===== config.mk =====
export PLATFORM = sky130hd
export DESIGN_NAME = signed_int_to_radix_text
export DESIGN_NICKNAME = d
export VERILOG_FILES = /design/src/hw/rtl/sirt_pkg.sv /design/src/hw/rtl/signed_int_to_radix_text.sv /design/src/hw/rtl/sirt_divider.sv /design/src/hw/rtl/sirt_alpha_check.sv
export SDC_FILE = /design/constraint.sdc
export NUM_CORES = 1
export LEC_CHECK = 0
export BUFFER_PORTS_ARGS = -buffer_cell sky130_fd_sc_hd__buf_4
export CORE_ASPECT_RATIO = 1.4
export CORE_UTILIZATION = 40
export DETAILED_ROUTE_END_ITERATION = 10
export PLACE_DENSITY = 0.57
export SKIP_CTS_REPAIR_TIMING = 1
export SLEW_MARGIN = 10
export SYNTH_ARGS = -nofsm -noshare
export SYNTH_HDL_FRONTEND = slang
export SYNTH_SLANG_ARGS = --single-unit
export TNS_END_PERCENT = 20

===== constraint.sdc =====
create_clock -name clk_i -period 4 [get_ports clk_i]
set_input_delay 0.2 -clock clk_i [delete_from_list [all_inputs] [get_ports clk_i]]
set_output_delay 0.2 -clock clk_i [all_outputs]
set_load 0.05 [all_outputs]

===== src/hw/rtl/sirt_pkg.sv =====
// Shared types, constants and helpers for the radix text converter.
// Used by every RTL file of the block; depends on nothing.
package sirt_pkg;

  localparam int unsigned VALUE_BITS = 32;
  localparam int unsigned MAX_RADIX  = 32;
  localparam int unsigned SYM_COUNT  = 32;
  localparam int unsigned LEN_W      = 6;
  localparam int unsigned DIGIT_W    = 5;
  localparam int unsigned CNT_W      = 6;
  localparam int unsigned CFG_IDX_W  = 3;
  localparam int unsigned CFG_DATA_W = 64;
  localparam int unsigned SYM_WORDS  = 4;

  localparam logic [7:0] CHAR_PLUS  = 8'h2B;
  localparam logic [7:0] CHAR_MINUS = 8'h2D;
  localparam logic [7:0] CHAR_LOW   = 8'd32;
  localparam logic [7:0] CHAR_HIGH  = 8'd126;
  localparam logic [7:0] CHAR_NONE  = 8'd0;
  localparam logic [LEN_W-1:0] MIN_RADIX = 6'd2;

  localparam logic [CFG_IDX_W-1:0] REG_RADIX_LENGTH = 3'd0;
  localparam logic [CFG_IDX_W-1:0] REG_SYMBOLS_0    = 3'd1;
  localparam logic [CFG_IDX_W-1:0] REG_SYMBOLS_1    = 3'd2;
  localparam logic [CFG_IDX_W-1:0] REG_SYMBOLS_2    = 3'd3;
  localparam logic [CFG_IDX_W-1:0] REG_SYMBOLS_3    = 3'd4;

  typedef logic [SYM_COUNT-1:0][7:0] sym_array_t;
  typedef logic [SYM_WORDS-1:0][CFG_DATA_W-1:0] sym_words_t;

  typedef enum logic [2:0] {
    ST_IDLE,
    ST_CHECK,
    ST_DIV_START,
    ST_DIV_WAIT,
    ST_SIGN,
    ST_DIGITS,
    ST_BAD
  } sirt_state_e;

  typedef struct packed {
    logic                  start;
    logic [VALUE_BITS-1:0] dividend;
    logic [LEN_W-1:0]      divisor;
  } div_req_t;

  typedef struct packed {
    logic                  done;
    logic [VALUE_BITS-1:0] quotient;
    logic [DIGIT_W-1:0]    remainder;
  } div_rsp_t;

  typedef struct packed {
    logic done;
    logic ok;
  } chk_rsp_t;

  function automatic logic [7:0] symbol_at(sym_array_t syms, logic [DIGIT_W-1:0] idx);
    return syms[idx];
  endfunction

endpackage


===== src/hw/rtl/signed_int_to_radix_text.sv =====
// Signed integer to radix text converter. Each input word carries one signed 32-bit
// value; the block answers with its text in the configured radix, one character per
// output word: a minus sign for negative values, then the digits from most to least
// significant, tlast on the final one. Before each value the alphabet (radix_length
// symbols) is checked one symbol per cycle; a bad alphabet gives a single word with
// tuser set, tdata zero and tlast set. Each digit comes from the shared
// one-bit-per-cycle divider, and the characters go out once all digits are known,
// as output stalls allow. The input is not ready while a value is being converted.
// Depends on sirt_pkg, sirt_divider and sirt_alpha_check.
module signed_int_to_radix_text (
  input  logic                           clk_i,
  input  logic                           rst_ni,
  input  logic                           cfg_valid_i,
  output logic                           cfg_ready_o,
  input  logic [sirt_pkg::CFG_IDX_W-1:0] cfg_index_i,
  input  logic [sirt_pkg::CFG_DATA_W-1:0] cfg_data_i,
  input  logic                           s_axis_tvalid,
  output logic                           s_axis_tready,
  input  logic [31:0]                    s_axis_tdata,   // [31:0] number
  output logic                           m_axis_tvalid,
  input  logic                           m_axis_tready,
  output logic [7:0]                     m_axis_tdata,   // [7:0] out_char
  output logic                           m_axis_tlast,
  output logic [0:0]                     m_axis_tuser    // [0] bad_alphabet
);
  import sirt_pkg::*;

  sirt_state_e           state_q, state_d;
  logic [LEN_W-1:0]      radix_len_q;
  sym_words_t            sym_words_q;
  sym_array_t            syms;
  logic [VALUE_BITS-1:0] in_q, in_d;
  logic                  neg_q, neg_d;
  logic [VALUE_BITS-1:0] mag_q, mag_d;
  logic [CNT_W-1:0]      cnt_q, cnt_d;
  logic [CNT_W-1:0]      cnt_inc;
  logic [DIGIT_W-1:0]    dig_idx;
  logic [DIGIT_W-1:0]    digits_q [SYM_COUNT];
  logic [DIGIT_W-1:0]    dig_rd_q;
  logic                  dig_we;
  logic                  ovalid_q, ovalid_d;
  logic [7:0]            ochar_q, ochar_d;
  logic                  olast_q, olast_d;
  logic                  obad_q, obad_d;
  logic                  load;
  logic                  chk_start;
  logic                  div_start;
  chk_rsp_t              chk_rsp;
  div_req_t              div_req;
  div_rsp_t              div_rsp;

  assign syms        = sym_array_t'(sym_words_q);
  assign cfg_ready_o = 1'b1;

  always_ff @(posedge clk_i or negedge rst_ni) begin
    if (!rst_ni) begin
      radix_len_q <= '0;
      sym_words_q <= '0;
    end else if (cfg_valid_i) begin
      case (cfg_index_i)
        REG_RADIX_LENGTH: radix_len_q    <= cfg_data_i[LEN_W-1:0];
        REG_SYMBOLS_0:    sym_words_q[0] <= cfg_data_i;
        REG_SYMBOLS_1:    sym_words_q[1] <= cfg_data_i;
        REG_SYMBOLS_2:    sym_words_q[2] <= cfg_data_i;
        REG_SYMBOLS_3:    sym_words_q[3] <= cfg_data_i;
        default: ;
      endcase
    end
  end

  sirt_alpha_check u_check (
    .clk_i   (clk_i),
    .rst_ni  (rst_ni),
    .start_i (chk_start),
    .len_i   (radix_len_q),
    .syms_i  (syms),
    .rsp_o   (chk_rsp)
  );

  sirt_divider u_div (
    .clk_i  (clk_i),
    .rst_ni (rst_ni),
    .req_i  (div_req),
    .rsp_o  (div_rsp)
  );

  assign cnt_inc       = cnt_q + 1'b1;
  assign dig_idx       = DIGIT_W'(cnt_d - 1'b1);
  assign load          = !ovalid_q || m_axis_tready;
  assign div_req       = '{start: div_start, dividend: mag_q, divisor: radix_len_q};
  assign s_axis_tready = (state_q == ST_IDLE);

  always_comb begin
    state_d   = state_q;
    in_d      = in_q;
    neg_d     = neg_q;
    mag_d     = mag_q;
    cnt_d     = cnt_q;
    dig_we    = 1'b0;
    chk_start = 1'b0;
    div_start = 1'b0;
    ovalid_d  = ovalid_q && !m_axis_tready;
    ochar_d   = ochar_q;
    olast_d   = olast_q;
    obad_d    = obad_q;
    case (state_q)
      ST_IDLE: begin
        if (s_axis_tvalid) begin
          in_d      = s_axis_tdata;
          chk_start = 1'b1;
          state_d   = ST_CHECK;
        end
      end
      ST_CHECK: begin
        if (chk_rsp.done) begin
          if (chk_rsp.ok) begin
            neg_d   = in_q[VALUE_BITS-1];
            mag_d   = in_q[VALUE_BITS-1] ? ('0 - in_q) : in_q;
            cnt_d   = '0;
            state_d = ST_DIV_START;
          end else begin
            state_d = ST_BAD;
          end
        end
      end
      ST_DIV_START: begin
        div_start = 1'b1;
        state_d   = ST_DIV_WAIT;
      end
      ST_DIV_WAIT: begin
        if (div_rsp.done) begin
          dig_we = 1'b1;
          mag_d  = div_rsp.quotient;
          cnt_d  = cnt_inc;
          if ((div_rsp.quotient != '0) && (cnt_inc < CNT_W'(VALUE_BITS))) begin
            state_d = ST_DIV_START;
          end else if (neg_q) begin
            state_d = ST_SIGN;
          end else begin
            state_d = ST_DIGITS;
          end
        end
      end
      ST_SIGN: begin
        if (load) begin
          ovalid_d = 1'b1;
          ochar_d  = CHAR_MINUS;
          olast_d  = 1'b0;
          obad_d   = 1'b0;
          state_d  = ST_DIGITS;
        end
      end
      ST_DIGITS: begin
        if (load) begin
          ovalid_d = 1'b1;
          ochar_d  = symbol_at(syms, dig_rd_q);
          olast_d  = (cnt_q == CNT_W'(1));
          obad_d   = 1'b0;
          cnt_d    = cnt_q - 1'b1;
          if (cnt_q == CNT_W'(1)) begin
            state_d = ST_IDLE;
          end
        end
      end
      ST_BAD: begin
        if (load) begin
          ovalid_d = 1'b1;
          ochar_d  = CHAR_NONE;
          olast_d  = 1'b1;
          obad_d   = 1'b1;
          state_d  = ST_IDLE;
        end
      end
      default: state_d = ST_IDLE;
    endcase
  end

  always_ff @(posedge clk_i or negedge rst_ni) begin
    if (!rst_ni) begin
      state_q  <= ST_IDLE;
      ovalid_q <= 1'b0;
      neg_q    <= 1'b0;
      mag_q    <= '0;
      cnt_q    <= '0;
    end else begin
      state_q  <= state_d;
      ovalid_q <= ovalid_d;
      neg_q    <= neg_d;
      mag_q    <= mag_d;
      cnt_q    <= cnt_d;
    end
  end

  // The digit read is registered at the address needed in the next cycle; a digit
  // written in this cycle is forwarded straight to the read register.
  always_ff @(posedge clk_i) begin
    in_q    <= in_d;
    ochar_q <= ochar_d;
    olast_q <= olast_d;
    obad_q  <= obad_d;
    if (dig_we) begin
      digits_q[cnt_q[DIGIT_W-1:0]] <= div_rsp.remainder;
      dig_rd_q                     <= div_rsp.remainder;
    end else begin
      dig_rd_q <= digits_q[dig_idx];
    end
  end

  assign m_axis_tvalid   = ovalid_q;
  assign m_axis_tdata    = ochar_q;
  assign m_axis_tlast    = olast_q;
  assign m_axis_tuser[0] = obad_q;

endmodule


===== src/hw/rtl/sirt_divider.sv =====
// Shared restoring divider, one quotient bit per cycle.
// Depends on sirt_pkg.
module sirt_divider (
  input  logic              clk_i,
  input  logic              rst_ni,
  input  sirt_pkg::div_req_t req_i,
  output sirt_pkg::div_rsp_t rsp_o
);
  import sirt_pkg::*;

  logic                  busy_q, busy_d;
  logic                  done_q, done_d;
  logic [DIGIT_W-1:0]    cnt_q, cnt_d;
  logic [VALUE_BITS-1:0] quo_q, quo_d;
  logic [DIGIT_W-1:0]    rem_q, rem_d;
  logic [LEN_W-1:0]      div_q, div_d;
  logic [LEN_W-1:0]      trial;
  logic [LEN_W-1:0]      diff;
  logic                  ge;

  assign trial = {rem_q, quo_q[VALUE_BITS-1]};
  assign ge    = trial >= div_q;
  assign diff  = trial - div_q;

  always_comb begin
    busy_d = busy_q;
    done_d = 1'b0;
    cnt_d  = cnt_q;
    quo_d  = quo_q;
    rem_d  = rem_q;
    div_d  = div_q;
    if (req_i.start) begin
      busy_d = 1'b1;
      cnt_d  = '0;
      quo_d  = req_i.dividend;
      rem_d  = '0;
      div_d  = req_i.divisor;
    end else if (busy_q) begin
      quo_d = {quo_q[VALUE_BITS-2:0], ge};
      rem_d = ge ? diff[DIGIT_W-1:0] : trial[DIGIT_W-1:0];
      cnt_d = cnt_q + 1'b1;
      if (cnt_q == DIGIT_W'(VALUE_BITS - 1)) begin
        busy_d = 1'b0;
        done_d = 1'b1;
      end
    end
  end

  always_ff @(posedge clk_i or negedge rst_ni) begin
    if (!rst_ni) begin
      busy_q <= 1'b0;
      done_q <= 1'b0;
      cnt_q  <= '0;
    end else begin
      busy_q <= busy_d;
      done_q <= done_d;
      cnt_q  <= cnt_d;
    end
  end

  always_ff @(posedge clk_i) begin
    quo_q <= quo_d;
    rem_q <= rem_d;
    div_q <= div_d;
  end

  assign rsp_o.done      = done_q;
  assign rsp_o.quotient  = quo_q;
  assign rsp_o.remainder = rem_q;

endmodule


===== src/hw/rtl/sirt_alpha_check.sv =====
// Alphabet checker that walks the symbols one per cycle.
// Depends on sirt_pkg.
module sirt_alpha_check (
  input  logic                       clk_i,
  input  logic                       rst_ni,
  input  logic                       start_i,
  input  logic [sirt_pkg::LEN_W-1:0] len_i,
  input  sirt_pkg::sym_array_t       syms_i,
  output sirt_pkg::chk_rsp_t         rsp_o
);
  import sirt_pkg::*;

  logic               busy_q, busy_d;
  logic               done_q, done_d;
  logic               ok_q, ok_d;
  logic [DIGIT_W-1:0] idx_q, idx_d;
  logic [7:0]         cur;
  logic               bad_char;
  logic               dup;
  logic               at_end;

  assign cur      = symbol_at(syms_i, idx_q);
  assign bad_char = (cur == CHAR_PLUS) || (cur == CHAR_MINUS) ||
                    (cur < CHAR_LOW) || (cur > CHAR_HIGH);
  assign at_end   = {1'b0, idx_q} == (len_i - 1'b1);

  always_comb begin
    dup = 1'b0;
    for (int j = 0; j < SYM_COUNT; j++) begin
      if ((DIGIT_W'(j) > idx_q) && (LEN_W'(j) < len_i) && (syms_i[j] == cur)) begin
        dup = 1'b1;
      end
    end
  end

  always_comb begin
    busy_d = busy_q;
    done_d = 1'b0;
    ok_d   = ok_q;
    idx_d  = idx_q;
    if (start_i) begin
      idx_d = '0;
      if ((len_i < MIN_RADIX) || (len_i > LEN_W'(MAX_RADIX))) begin
        done_d = 1'b1;
        ok_d   = 1'b0;
        busy_d = 1'b0;
      end else begin
        busy_d = 1'b1;
      end
    end else if (busy_q) begin
      if (bad_char || dup) begin
        done_d = 1'b1;
        ok_d   = 1'b0;
        busy_d = 1'b0;
      end else if (at_end) begin
        done_d = 1'b1;
        ok_d   = 1'b1;
        busy_d = 1'b0;
      end else begin
        idx_d = idx_q + 1'b1;
      end
    end
  end

  always_ff @(posedge clk_i or negedge rst_ni) begin
    if (!rst_ni) begin
      busy_q <= 1'b0;
      done_q <= 1'b0;
      ok_q   <= 1'b0;
      idx_q  <= '0;
    end else begin
      busy_q <= busy_d;
      done_q <= done_d;
      ok_q   <= ok_d;
      idx_q  <= idx_d;
    end
  end

  assign rsp_o.done = done_q;
  assign rsp_o.ok   = ok_q;

endmodule


# Yosys cells after proc, flatten, opt, wreduce, memory -nomap -nowiden

Memory sizes are Yosys's and may differ from the RTL's. A register that Yosys moved wholly into a read port is not among the register bits.
Cells that the tools add are included.

Word-level logic and storage cells: 367
Output and inout port bits: 13
RAM bits: 160
Input bits: 104
Memories kept: 1
Register bits after elaboration: 405

Memories:

| name     | words | width | rd ports | clocked after Yosys merged registers in | wr ports | RTL line                       | text |
|---|---|---|---|---|---|---|---|
| digits_q | 32    | 5     | 1        | 1                                       | 1        | signed_int_to_radix_text.sv:38 | `logic [DIGIT_W-1:0] digits_q [SYM_COUNT];` |

Muxes and demuxes: 105
Add/subtract/negate cells: 8
Eq/ne operators: 59
Order comparisons: 72
Reductions and logical operators: 98

Operators with widths:

| cell                  | number |
|---|---|
| $eq 8x8->1            | 32 |
| $mux 32               | 6 |
| $lt 5x6->1 const A    | 16 |
| $bmux 8 s5            | 2 |
| $gt 5x5->1 const A    | 16 |
| $logic_and 1x1->1     | 66 |
| $mux 1                | 66 |
| $pmux 32 s2           | 1 |
| $lt 4x6->1 const A    | 8 |
| $gt 4x5->1 const A    | 8 |
| $mux 8                | 5 |
| $mux 5                | 7 |
| $reduce_bool 32->1    | 1 |
| $sub 1x32->32 const A | 1 |
| $mux 3                | 9 |
| $lt 3x6->1 const A    | 4 |
| $mux 6                | 4 |
| $pmux 8 s3            | 1 |
| $pmux 3 s7            | 1 |
| $gt 3x5->1 const A    | 4 |
| $pmux 6 s3            | 1 |
| $eq 8x6->1 const B    | 2 |
| $ne 2x2->1 const B    | 7 |
| $eq 3x2->1 const B    | 4 |
| other kinds (35)      | 70 |

# Logic depth before layout (Yosys ltp)

Gate-level depths: netlist of run 1.

Depth after elaboration: 40
Gate-level depth with buffers: 16
Gate-level depth less buffers: 13

# Hierarchy

From an unflattened synthesis of run 1, not the netlist that was laid out.

Cell total of the unflattened synthesis: 2651
Area total of the unflattened synthesis: 31916.9 µm²

By module, submodules not included:

| module                   | sequential area each (µm²) | instances | area an instance (µm²) | cells each |
|---|---|---|---|---|
| signed_int_to_radix_text | 13798.2                    | 1         | 22959.5                | 1682 |
| sirt_alpha_check         | 200.2                      | 1         | 6553.8                 | 803 |
| sirt_divider             | 1416.4                     | 1         | 2403.6                 | 166 |

# Worst setup path after synthesis of run 1

OpenSTA, ideal clock, no wires.

Kind: reg2reg
From: reg with a tool-made name
To: reg ochar_q[0] (netlist: m_axis_tdata[0]) (data pin)
Setup time: 281 ps
Stages on the path, launching flop included: 10
Clock period less this slack: 3563 ps
Slack: 437 ps
Buffers on the path: 3
Arrival: 3282 ps
Required time: 3719 ps
Path through: dfxtp_1 -> buf_6 -> buf_2 -> mux4_2 -> mux4_2 -> mux2i_2 -> buf_4 -> mux4_2 -> mux2i_1 -> a21oi_1

RTL lines:

| what                 | RTL line                        | text |
|---|---|---|
| end signal, assigned | signed_int_to_radix_text.sv:198 | `ochar_q <= ochar_d;` |
| end, declared        | signed_int_to_radix_text.sv:42  | `logic [7:0] ochar_q, ochar_d;` |

# Final worst setup path of run 1

From: reg u_check.idx_q[0]
To: reg u_check.idx_q[0]

Word-level cells in the longest chain between the ends: 39
Elaborated cells on any way between the ends: 179
Those cells by class: add/sub: 1; order compare: 34; eq/ne: 37; mux: 38; reduce/logical: 69

Ends and longest elaborated chain:

| what                              | RTL line               | text |
|---|---|---|
| start, declared                   | sirt_alpha_check.sv:16 | `logic [DIGIT_W-1:0] idx_q, idx_d;` |
| start signal, assigned            | sirt_alpha_check.sv:75 | `idx_q <= idx_d;` |
| $bmux 8 s5                        | sirt_pkg.sv:59         | `return syms[idx];` |
| $mux 8 (not written as such)      | sirt_pkg.sv:59         |  |
| $eq 8x8->1                        | sirt_alpha_check.sv:30 | `if ((DIGIT_W'(j) > idx_q) && (LEN_W'(j) < len_i) && (syms_i[j] == cur)) begin` |
| $logic_and 1x1->1                 | sirt_alpha_check.sv:30 |  |
| $mux 1 (32 in a row)              | sirt_alpha_check.sv:30 |  |
| $logic_or 1x1->1                  | sirt_alpha_check.sv:51 | `if (bad_char \|\| dup) begin` |
| $ne 2x2->1 (no source line)       | n/a                    |  |
| $reduce_and 3->1 (no source line) | n/a                    |  |

Parallel ways exist; a longest one is shown, timed or not. The select of a mux whose other input is x is not followed.
A chain may end at the register's enable or synchronous reset.

==> results.md, run 1 <==
* Synth Flop Type: dfrtp_1
* RD Place Congestion at 1.07
* Max cap viols at 0
* Latest clock arrival within the worst-skew pair at 650 ps
* PD cells at 882 nW/µm²
* Sequential fraction of the synthesis area at 0.485
* IO Pins at 117
* Largest net degree at the start of global routing at 96
* Placed wire-length estimate at 84700 µm
* Failing checks: setup timing
* CP endpoint kind: flip-flop
* Layout cells sized above 1 at 0.260
* Post-DR wirelength/cell at 27.8 µm
* Pleak at 15.0 nW
* Syn_area_per_cell at 11.7 µm²
* Worst-Margin Slew at 1040 ps
* Router iterations before antenna repair at 5
* Cells after synthesis at 2712
* Final hold violations at 0
* RSZ-0062 raised after global routing: true
* Mapped Nets at 2840
* FF-to-FF Start: u_check.idx_q[0]
* Die ar. at 80500 µm²
* P_int at 0.0185 W
* Finished Layout Cells at 4102
* Slew Viols, Final at 0
* Initial DRC Count at 1870
* H-tree levels at 2
* Ys async rst share at 0.561
* Outcome: finished, violations left
* Synth top cells by count: dfrtp_1, mux2_2, edfxtp_1
* Clock Pin Slew Worst Setup and Hold Paths at 60 ps
* Setup TNS at -92.4 ps
* Yosys reg bits at 570
* Met2 usage at 0.488
* Initial antenna violation count at 1
* Data required, critical path at 4530 ps
* N_diodes at 0
* DRC errors left at 0
* Max Buffers Root-to-Sink at 3
* VDD IR max at 433 µV
* Vias in the first global route at 23800
* Netlist cell types at 75
* R2r worst-path depth at 15
* Core area at 78100 µm²
* Most frequent cell after synthesis: dfrtp_1
* Synth area leaders: dfrtp_1, edfxtp_1, mux2_2
* Vias per cell at 5.75
* Area Growth Syn to Fin at 19.8%
* Gr ovfl total at 0
* First-pass GRT wire length at 165000 µm
* FF-to-FF setup slack at -60 ps
* DP Cell Count at 3896
* Clock share of power at 0.159
* Critical Path Source: u_check.idx_q[0]
* M3 GR Usage at 0.0421
* Period utilization at 1.01
* Setup WS pre-CTS at -88.6 ps
* Minimum clock period at 4060 ps
* Critical Path AT at 4580 ps
* Global Route Usage Sum at 0.282
* Synthesized area at 31800 µm²
* Layout Skew at 30.1 ps
* Worst setup margin at -57.1 ps
* CTS Buf Count at 57
* Count of buffers from port buffering at 115
* Reg power frac at 0.274
* ANT nets after route at 0
* CP Launch Type: flip-flop
* Setup violators final at 2
* Die W at 240 µm
* Num Clock Sinks at 570
* Starting Density at 0.406
* Grt met1 use at 0.317
* HP Class: primary input to flip-flop
* Share of the synthesized area in the top cell type at 0.252
* Layout filler cell count at 7126
* Routed via count at 23600
* Sw Share at 0.450
* Post-synth EDFFs at 240
* Std cell rows at 121
* Syn. warnings at 0
* Fmax at 246 MHz
* CP Class: flip-flop to flip-flop
* Slew HR at 0.304
* CTS root buf: clkbuf_16
* Leading area contributor after synthesis: dfrtp_1
* Hold path cells at 3
* Worst setup endpoint: u_check.idx_q[0]
* Post-Route WL at 114000 µm
* Sw power at 0.0151 W
* Fin nets at 3140
* Max FO, Critical Path at 32
* TritonCTS clock tree: yes
* Die Y at 335 µm
* Combinational share of power at 0.567
* Worst r2r dst: u_check.idx_q[0]
* GR peak layer: met2
==> critical path: stages (launching register included) <==
cell,delay (ps)
dfrtp_4,510
buf_12,270
mux2i_1,430
o22ai_1,140
o21ai_1,160
nand4_2,140
buf_12,180
buf_4,190
xnor2_1,510
nand4_1,390
o2111ai_1,410
nor4_4,100
nand4b_4,150
buf_4,140
xnor2_1,110
nor2_1,80
==> worst min-delay path by stage <==
stage	end	slack, ps	start
final	sym_words_q[4]	80	cfg_index_i[1]
after global routing	sym_words_q[30]	70	cfg_index_i[1]
after CTS	mag_q[14]	-390	rst_ni
after detailed placement	mag_q[12]	290	rst_ni
after global placement	mag_q[14]	280	rst_ni
after floorplan	cnt_q[0]	-100	rst_ni
==> metrics by stage <==
step | total power (W) | util | cell area, µm² | hold slack, ps
6_report | 0.0336 | 0.487 | 38100 | 76.7
5_1_grt | 0.0350 | 0.487 | 38100 | 69.6
4_1_cts | 0.0325 | 0.471 | 36800 | -389
3_5_place_dp | 0.0271 | 0.447 | 34900 | 293
3_3_place_gp | 0.0269 | 0.447 | 34900 | 280
2_1_floorplan | 0.0197 | - | 31800 | -95.6
==> sequential cells by signal, summed over array words and instances, names as in the netlist, 3 cells and up, named ones only <==
| signal | flops |
|---|---|
| mag_q | 32 |
| sym_words_q | 256 |
| state_q | 3 |
| u_div.quo_q | 32 |
| u_check.idx_q | 5 |
| u_div.rem_q | 5 |
| u_div.cnt_q | 5 |
| digits_q | 160 |
| cnt_q | 6 |
| u_div.div_q | 6 |
| in_q | 32 |
| m_axis_tdata | 8 |
| radix_len_q | 6 |
==> cell families (layout without fill, tap and decap cells) <==
group / count (synthesis) / count (layout) / share of synthesized area
compound gates: 476 / 476 / 0.0908
xor+xnor: 282 / 282 / 0.0778
fa+ha+maj: 24 / 24 / 0.00969
buf+inv: 222 / 567 / 0.0400
flops: 570 / 570 / 0.485
mux: 531 / 531 / 0.202
other cells: 1 / 1 / 0.000118
simple gates: 606 / 606 / 0.0947
==> routing by layer <==
metal	wire length (µm)	share of wire
met5	0	0
met4	9340	0.082
met3	5300	0.047
met2	57100	0.50
met1	42100	0.37
==> layout by cell type (no fill, tap or decap), types with 6 or more instances in the layout <==
cell,count
dfrtp_1,319
buf_4,281
mux2_2,264
edfxtp_1,240
xor2_1,217
nand2_1,209
mux2i_1,200
nor2_1,127
a21oi_1,122
dlygate4sd3_1,98
o21ai_0,95
a211oi_1,79
o22ai_1,72
nor2b_1,65
clkbuf_16,61
mux4_2,58
nor4_1,58
xnor2_1,55
buf_12,40
inv_1,36
nand3_1,35
o21ai_1,34
nand4_1,26
ha_1,23
nor3_1,19
or3_1,15
clkbuf_1,11
o31ai_1,10
clkinv_2,10
clkbuf_8,10
dfxtp_1,9
o211ai_1,8
o2111ai_1,8
mux2i_4,7
nor3b_1,7
xor2_2,7
nand2b_1,6
and3_1,6
==> final cells by class <==
type | count | area (µm²) | share of cell area
flip-flops and latches | 570 | 15400 | 0.405
multi-input cells | 1920 | 15300 | 0.403
repair buffers | 425 | 4010 | 0.105
clock buffers | 80 | 1660 | 0.0435
well taps | 1045 | 1310 | 0.0344
clock inverters | 24 | 195 | 0.00513
inverters | 38 | 143 | 0.00375
==> power groups by stage <==
| stage | combinational (W) | clock, W | sequential (W) |
|---|---|---|---|
| finish | 0.0190 | 0.00535 | 0.00918 |
| global route | 0.0200 | 0.00568 | 0.00928 |
| global placement | 0.0177 | 0 | 0.00923 |
| floorplan | 0.0110 | 0 | 0.00870 |
| CTS | 0.0179 | 0.00547 | 0.00913 |
| detailed placement | 0.0179 | 0 | 0.00923 |
Power figures use the tool's default switching activity.
==> run 2, diff against run 1 <==
Settings changed: HOLD_SLACK_MARGIN set to 0.1.
==> run 2 against run 1 <==
The flow still finishes with violations (setup timing). Register-to-register slack about the same. Clock power about the same. First-iteration DRC count increased by 2.4%. Critical path depth unchanged. Worst hold slack improved by 24 ps. Maximum frequency about the same. Global-route usage unchanged. Flip-flop and latch count unchanged. Critical endpoint unchanged. Highest routed layer unchanged.
==> results.md, run 2 (same netlist as run 1, synthesis figures left out) <==
* Outcome: finished, violations left (unchanged)
* Failing checks: setup timing (unchanged)
* HP Class: primary input to flip-flop (unchanged)
* Layout Skew at 30.9 ps (was 30.1 ps)
* Router iterations before antenna repair at 5 (unchanged)
* Dpl cell area at 34900 µm² (unchanged)
* Hold path endpoint: radix_len_q[1] (was sym_words_q[4])
* Post-DR wirelength/cell at 27.7 µm (was 27.8 µm)
* Worst r2r dst: u_check.idx_q[0] (unchanged)
* Final hold violations at 0 (unchanged)
* Max Buffers Root-to-Sink at 3 (unchanged)
* First-pass GRT wire length at 165000 µm (unchanged)
* Initial DRC Count at 1915 (was 1870)
* Max FO, Critical Path at 32 (unchanged)
* Hold path startpoint: cfg_index_i[0] (was cfg_index_i[1])
* Starting Density at 0.406 (unchanged)
* Vias in the first global route at 23800 (unchanged)
* Fin nets at 3141 (was 3140)
* PD cells at 882 nW/µm² (about the same)
* CTS Buf Count at 57 (unchanged)
* Biggest register: sym_words_q (unchanged)
* Most common cell after layout, fill and taps aside: dfrtp_1 (unchanged)
* Initial antenna violation count at 1 (unchanged)
* Vias per cell at 5.74 (was 5.75)
* Area Growth Syn to Fin at 19.9% (was 19.8%)
* IO Pins at 117 (unchanged)
* DRC errors left at 0 (unchanged)
* CP Class: flip-flop to flip-flop (unchanged)
* Hold path cells at 4 (was 3)
* Max reg flops at 256 (unchanged)
* H-tree levels at 2 (unchanged)
* Data required, critical path at 4530 ps (about the same)
* Met2 usage at 0.488 (unchanged)
* GR peak layer: met2 (unchanged)
* Routed via count at 23600 (about the same)
* FF-to-FF setup slack at -50 ps (was -60 ps)
* Die ar. at 80500 µm² (unchanged)
* CTS root buf: clkbuf_16 (unchanged)
* Fmax at 247 MHz (was 246 MHz)
* Die Y at 335 µm (unchanged)
* N_diodes at 0 (unchanged)
* Placed wire-length estimate at 84700 µm (unchanged)
* Latest clock arrival within the worst-skew pair at 650 ps (about the same)
* Slew Viols, Final at 0 (unchanged)
* Std cell rows at 121 (unchanged)
* Die W at 240 µm (unchanged)
* CP endpoint kind: flip-flop (unchanged)
* Gr ovfl total at 0 (unchanged)
* ANT nets after route at 0 (unchanged)
* R2r worst-path depth at 15 (unchanged)
* Final Util at 0.487 (about the same)
* M3 GR Usage at 0.0421 (unchanged)
* Global Route Usage Sum at 0.282 (unchanged)
* Post-Route WL at 114000 µm (about the same)
* CP Launch Type: flip-flop (unchanged)
* Num Clock Sinks at 570 (unchanged)
* Layout cells sized above 1 at 0.260 (about the same)
* Layout filler cell count at 7125 (was 7126)
* Core area at 78100 µm² (unchanged)
* Count of buffers from port buffering at 115 (unchanged)
* Critical Path AT at 4580 ps (about the same)
* Period utilization at 1.01 (about the same)
* VDD IR max at 434 µV (was 433 µV)
* Setup violators final at 2 (unchanged)
* RD Place Congestion at 1.07 (unchanged)
* Pleak at 15.0 nW (about the same)
* Fin area at 38100 µm² (about the same)
* Max cap viols at 0 (unchanged)
* Highest-count cells in the layout ignoring fill and taps: dfrtp_1, buf_4, mux2_2 (unchanged)
* Slew HR at 0.304 (about the same)
* Setup TNS at -98.9 ps (was -92.4 ps)
* Largest net degree at the start of global routing at 96 (unchanged)
* RSZ-0062 raised after global routing: true (unchanged)
* Worst setup margin at -54.9 ps (was -57.1 ps)
* Worst-Margin Slew at 1040 ps (about the same)
* FF-to-FF Start: u_check.idx_q[0] (unchanged)
* Grt met1 use at 0.317 (unchanged)
* TritonCTS clock tree: yes (unchanged)
* Minimum clock period at 4050 ps (was 4060 ps)
* Clock Pin Slew Worst Setup and Hold Paths at 70 ps (was 60 ps)
==> run 2: cell types whose count changed in the layout (fill, tap and decap cells not counted) <==
cell           before  now
dlygate4sd3_1      98   99
==> run 2: worst max-delay path by stage <==
| stage | end | cells past startpoint | start |
|---|---|---|---|
| finish | u_check.idx_q[0] | 15 | u_check.idx_q[0] |
| global route | m_axis_tdata[5] | 12 | flip-flop |
| CTS | m_axis_tdata[5] | 12 | flip-flop |
| detailed placement | m_axis_tdata[5] | 12 | flip-flop |
| global placement | u_check.idx_q[3] | 14 | u_check.idx_q[0] |
| floorplan | m_axis_tdata[0] | 9 | flip-flop |
==> run 2: cell type report <==
type | count | area [µm²] | share of cell area
Sequential cell | 570 | 15400 | 0.405
Multi-Input combinational cell | 1920 | 15300 | 0.403
Timing Repair Buffer | 426 | 4020 | 0.106
Clock buffer | 80 | 1660 | 0.0435
Tap cell | 1045 | 1310 | 0.0344
Clock inverter | 24 | 195 | 0.00513
Inverter | 38 | 143 | 0.00375
==> run 2: critical path, stage by stage (launching register included) <==
cell and delay (ps):
dfrtp_4 510, buf_12 270, mux2i_1 440, o22ai_1 140
o21ai_1 160, nand4_2 140, buf_12 180, buf_4 190
xnor2_1 520, nand4_1 380, o2111ai_1 410, nor4_4 100
nand4b_4 150, buf_4 140, xnor2_1 110, nor2_1 70
==> run 2: through the flow <==
step	power [W]	setup WS (ps)	hold slack, ps	instances
global placement	0.0269	-100	280	3896
floorplan	0.0197	437	-95.6	2712
finish	0.0336	-54.9	100	4103
detailed placement	0.0271	-88.6	293	3896
CTS	0.0325	-116	-389	4000
global route	0.0350	-58.0	139	4103
==> run 2: power breakdown <==
group	switching, W	leakage, nW	internal, W	total (W)
Combinational	0.0111	7.82	0.00791	0.0190
Sequential	0.00164	6.23	0.00755	0.00918
Clock	0.00235	0.906	0.00301	0.00535
Total	0.0151	15.0	0.0185	0.0336
==> run 2: per-layer routing <==
layer,vias to the layer above,part of all wire
li1,10600,-
met1,11800,0.37
met2,825,0.50
met3,338,0.045
met4,0,0.084
met5,-,0
==> run 3, diff against run 2 <==
Settings changed: CELL_PAD_IN_SITES_DETAIL_PLACEMENT set to 0, CELL_PAD_IN_SITES_GLOBAL_PLACEMENT set to 1, PLACE_DENSITY 0.57 to 0.66.
==> run 3 against run 2 <==
The run still ends with setup timing left. Die area unchanged. Design area up 2.9%. Utilization up 1.4 points. Total power up 2.6%. Critical path depth up 2. Worst setup slack better by 20 ps. Clock skew about the same. Non-clock buffer count up 69. First-iteration DRC count down 24%. Via count up 0.28%. Final cell count up 1.9%. Maximum frequency up 0.50%. Largest cell class is now multi-input combinational cells. Largest power group unchanged. Highest routed layer unchanged.
==> results.md, run 3 (same netlist as run 1, synthesis figures left out) <==
* Die Y at 335 µm (unchanged)
* Largest net degree at the start of global routing at 96 (unchanged)
* Num Clock Sinks at 570 (unchanged)
* Post-Route WL at 114000 µm (about the same)
* CTS Buf Count at 58 (was 57)
* Std cell rows at 121 (unchanged)
* Worst setup margin at -34.7 ps (was -54.9 ps)
* VDD IR max at 462 µV (was 434 µV)
* Core area at 78100 µm² (unchanged)
* TritonCTS clock tree: yes (unchanged)
* Gr ovfl total at 0 (unchanged)
* Routed via count at 23600 (about the same)
* Max Buffers Root-to-Sink at 3 (unchanged)
* Setup violators final at 1 (was 2)
* Data required, critical path at 4540 ps (was 4530 ps)
* RD Place Congestion at 0.971 (was 1.07)
* CP Class: flip-flop to flip-flop (unchanged)
* Worst-Margin Slew at 966 ps (was 1040 ps)
* Outcome: finished, violations left (unchanged)
* Fin area at 39200 µm² (was 38100 µm²)
* Initial antenna violation count at 1 (unchanged)
* Period utilization at 1.01 (about the same)
* CP endpoint kind: flip-flop (unchanged)
* Fmax at 248 MHz (was 247 MHz)
* Max FO, Critical Path at 17 (was 32)
* Global Route Usage Sum at 0.283 (was 0.282)
* IO Pins at 117 (unchanged)
* Dpl cell area at 35200 µm² (was 34900 µm²)
* Biggest register: sym_words_q (unchanged)
* Highest-count cells in the layout ignoring fill and taps: buf_4, dfrtp_1, mux2_2 (was dfrtp_1, buf_4, mux2_2)
* Fin nets at 3211 (was 3141)
* Placed wire-length estimate at 85700 µm (was 84700 µm)
* Critical Path AT at 4570 ps (was 4580 ps)
* Die W at 240 µm (unchanged)
* Minimum clock period at 4030 ps (was 4050 ps)
* Area Growth Syn to Fin at 23.3% (was 19.9%)
* Pleak at 15.5 nW (was 15.0 nW)
* PD cells at 879 nW/µm² (was 882 nW/µm²)
* Vias in the first global route at 24100 (was 23800)
* Initial DRC Count at 1462 (was 1915)
* Layout Skew at 30.5 ps (was 30.9 ps)
* HP Class: primary input to flip-flop (unchanged)
* Setup WS pre-CTS at -135 ps (was -88.6 ps)
* Most common cell after layout, fill and taps aside: buf_4 (was dfrtp_1)
* CP Launch Type: flip-flop (unchanged)
* Hold path cells at 4 (unchanged)
* Failing checks: setup timing (unchanged)
* Layout cells sized above 1 at 0.291 (was 0.260)
* Max cap viols at 0 (unchanged)
* Design Power at 0.0344 W (was 0.0336 W)
* RSZ-0062 raised after global routing: true (unchanged)
* Final hold violations at 0 (unchanged)
* ANT nets after route at 0 (unchanged)
* Slew Viols, Final at 0 (unchanged)
* Die ar. at 80500 µm² (unchanged)
* Layout filler cell count at 7017 (was 7125)
* Max reg flops at 256 (unchanged)
* Vias per cell at 5.65 (was 5.74)
* Starting Density at 0.406 (unchanged)
* Slew HR at 0.355 (was 0.304)
* H-tree levels at 2 (unchanged)
* First-pass GRT wire length at 165000 µm (about the same)
* Router iterations before antenna repair at 6 (was 5)
* Clock Pin Slew Worst Setup and Hold Paths at 60 ps (was 70 ps)
* Latest clock arrival within the worst-skew pair at 650 ps (about the same)
* CTS root buf: clkbuf_16 (unchanged)
* Post-DR wirelength/cell at 27.3 µm (was 27.7 µm)
* R2r worst-path depth at 17 (was 15)
* Count of buffers from port buffering at 115 (unchanged)
* DRC errors left at 0 (unchanged)
==> run 3: layout make-up <==
| class | instances | area, µm² | share of cell area |
|---|---|---|---|
| Multi-Input combinational cell | 1920 | 15600 | 0.399 |
| Sequential cell | 570 | 15400 | 0.394 |
| Timing Repair Buffer | 495 | 4610 | 0.118 |
| Clock buffer | 81 | 1680 | 0.0429 |
| Tap cell | 1045 | 1310 | 0.0334 |
| Clock inverter | 28 | 372 | 0.00949 |
| Inverter | 38 | 143 | 0.00364 |
| Antenna cell | 3 | 7.51 | 0.000192 |
==> run 3: worst paths after layout <==
check,from,endpoint,slack (ps)
setup reg to reg,u_check.idx_q[0],u_check.idx_q[0],-30
hold / removal,s_axis_tvalid,u_check.idx_q[1],80
min in group asynchronous,rst_ni,mag_q[10],140
hold reg to reg,mag_q[13],mag_q[13],480
max in group asynchronous,rst_ni,sym_words_q[100],2780
setup / recovery,u_check.idx_q[0],u_check.idx_q[0],-30
==> run 3: metal layers <==
layer	wire length (µm)	track usage	up-vias	part of all wire
met4	7290	0.169	0	0.064
met5	0	0	-	0
li1	-	-	10700	-
met2	59200	0.504	681	0.52
met1	43500	0.324	12000	0.38
met3	4190	0.0321	261	0.037
==> run 3: stage by stage <==
step                      hold slack (ps)  std cells  TNS, ps   util
after floorplan                     -95.6       2712        0      -
after global placement                309       3935     -299  0.451
after detailed placement              322       3935     -367  0.451
after CTS                            -390       4044     -623  0.477
after global routing                  111       4178     -271  0.501
final                                84.0       4180    -34.7  0.501
==> run 3: where the power goes <==
part           internal [W]  total (W)  switching [W]
logic               0.00841     0.0194         0.0110
registers           0.00755    0.00923        0.00168
clock network       0.00345    0.00585        0.00240
total                0.0194     0.0344         0.0150
==> run 3: worst max-delay path: stages (launching register included) <==
cell      delay [ps]
dfrtp_4          520
buf_12           170
buf_16           180
mux2i_2          250
o22ai_1          110
o21ai_1          230
nand4_4          200
buf_12           200
xnor2_1          580
nand4_1          360
o22ai_1          260
a311o_1          200
nor4_4            60
buf_4            150
nand4b_4         130
buf_4            130
xnor2_1          100
nor2_1            60
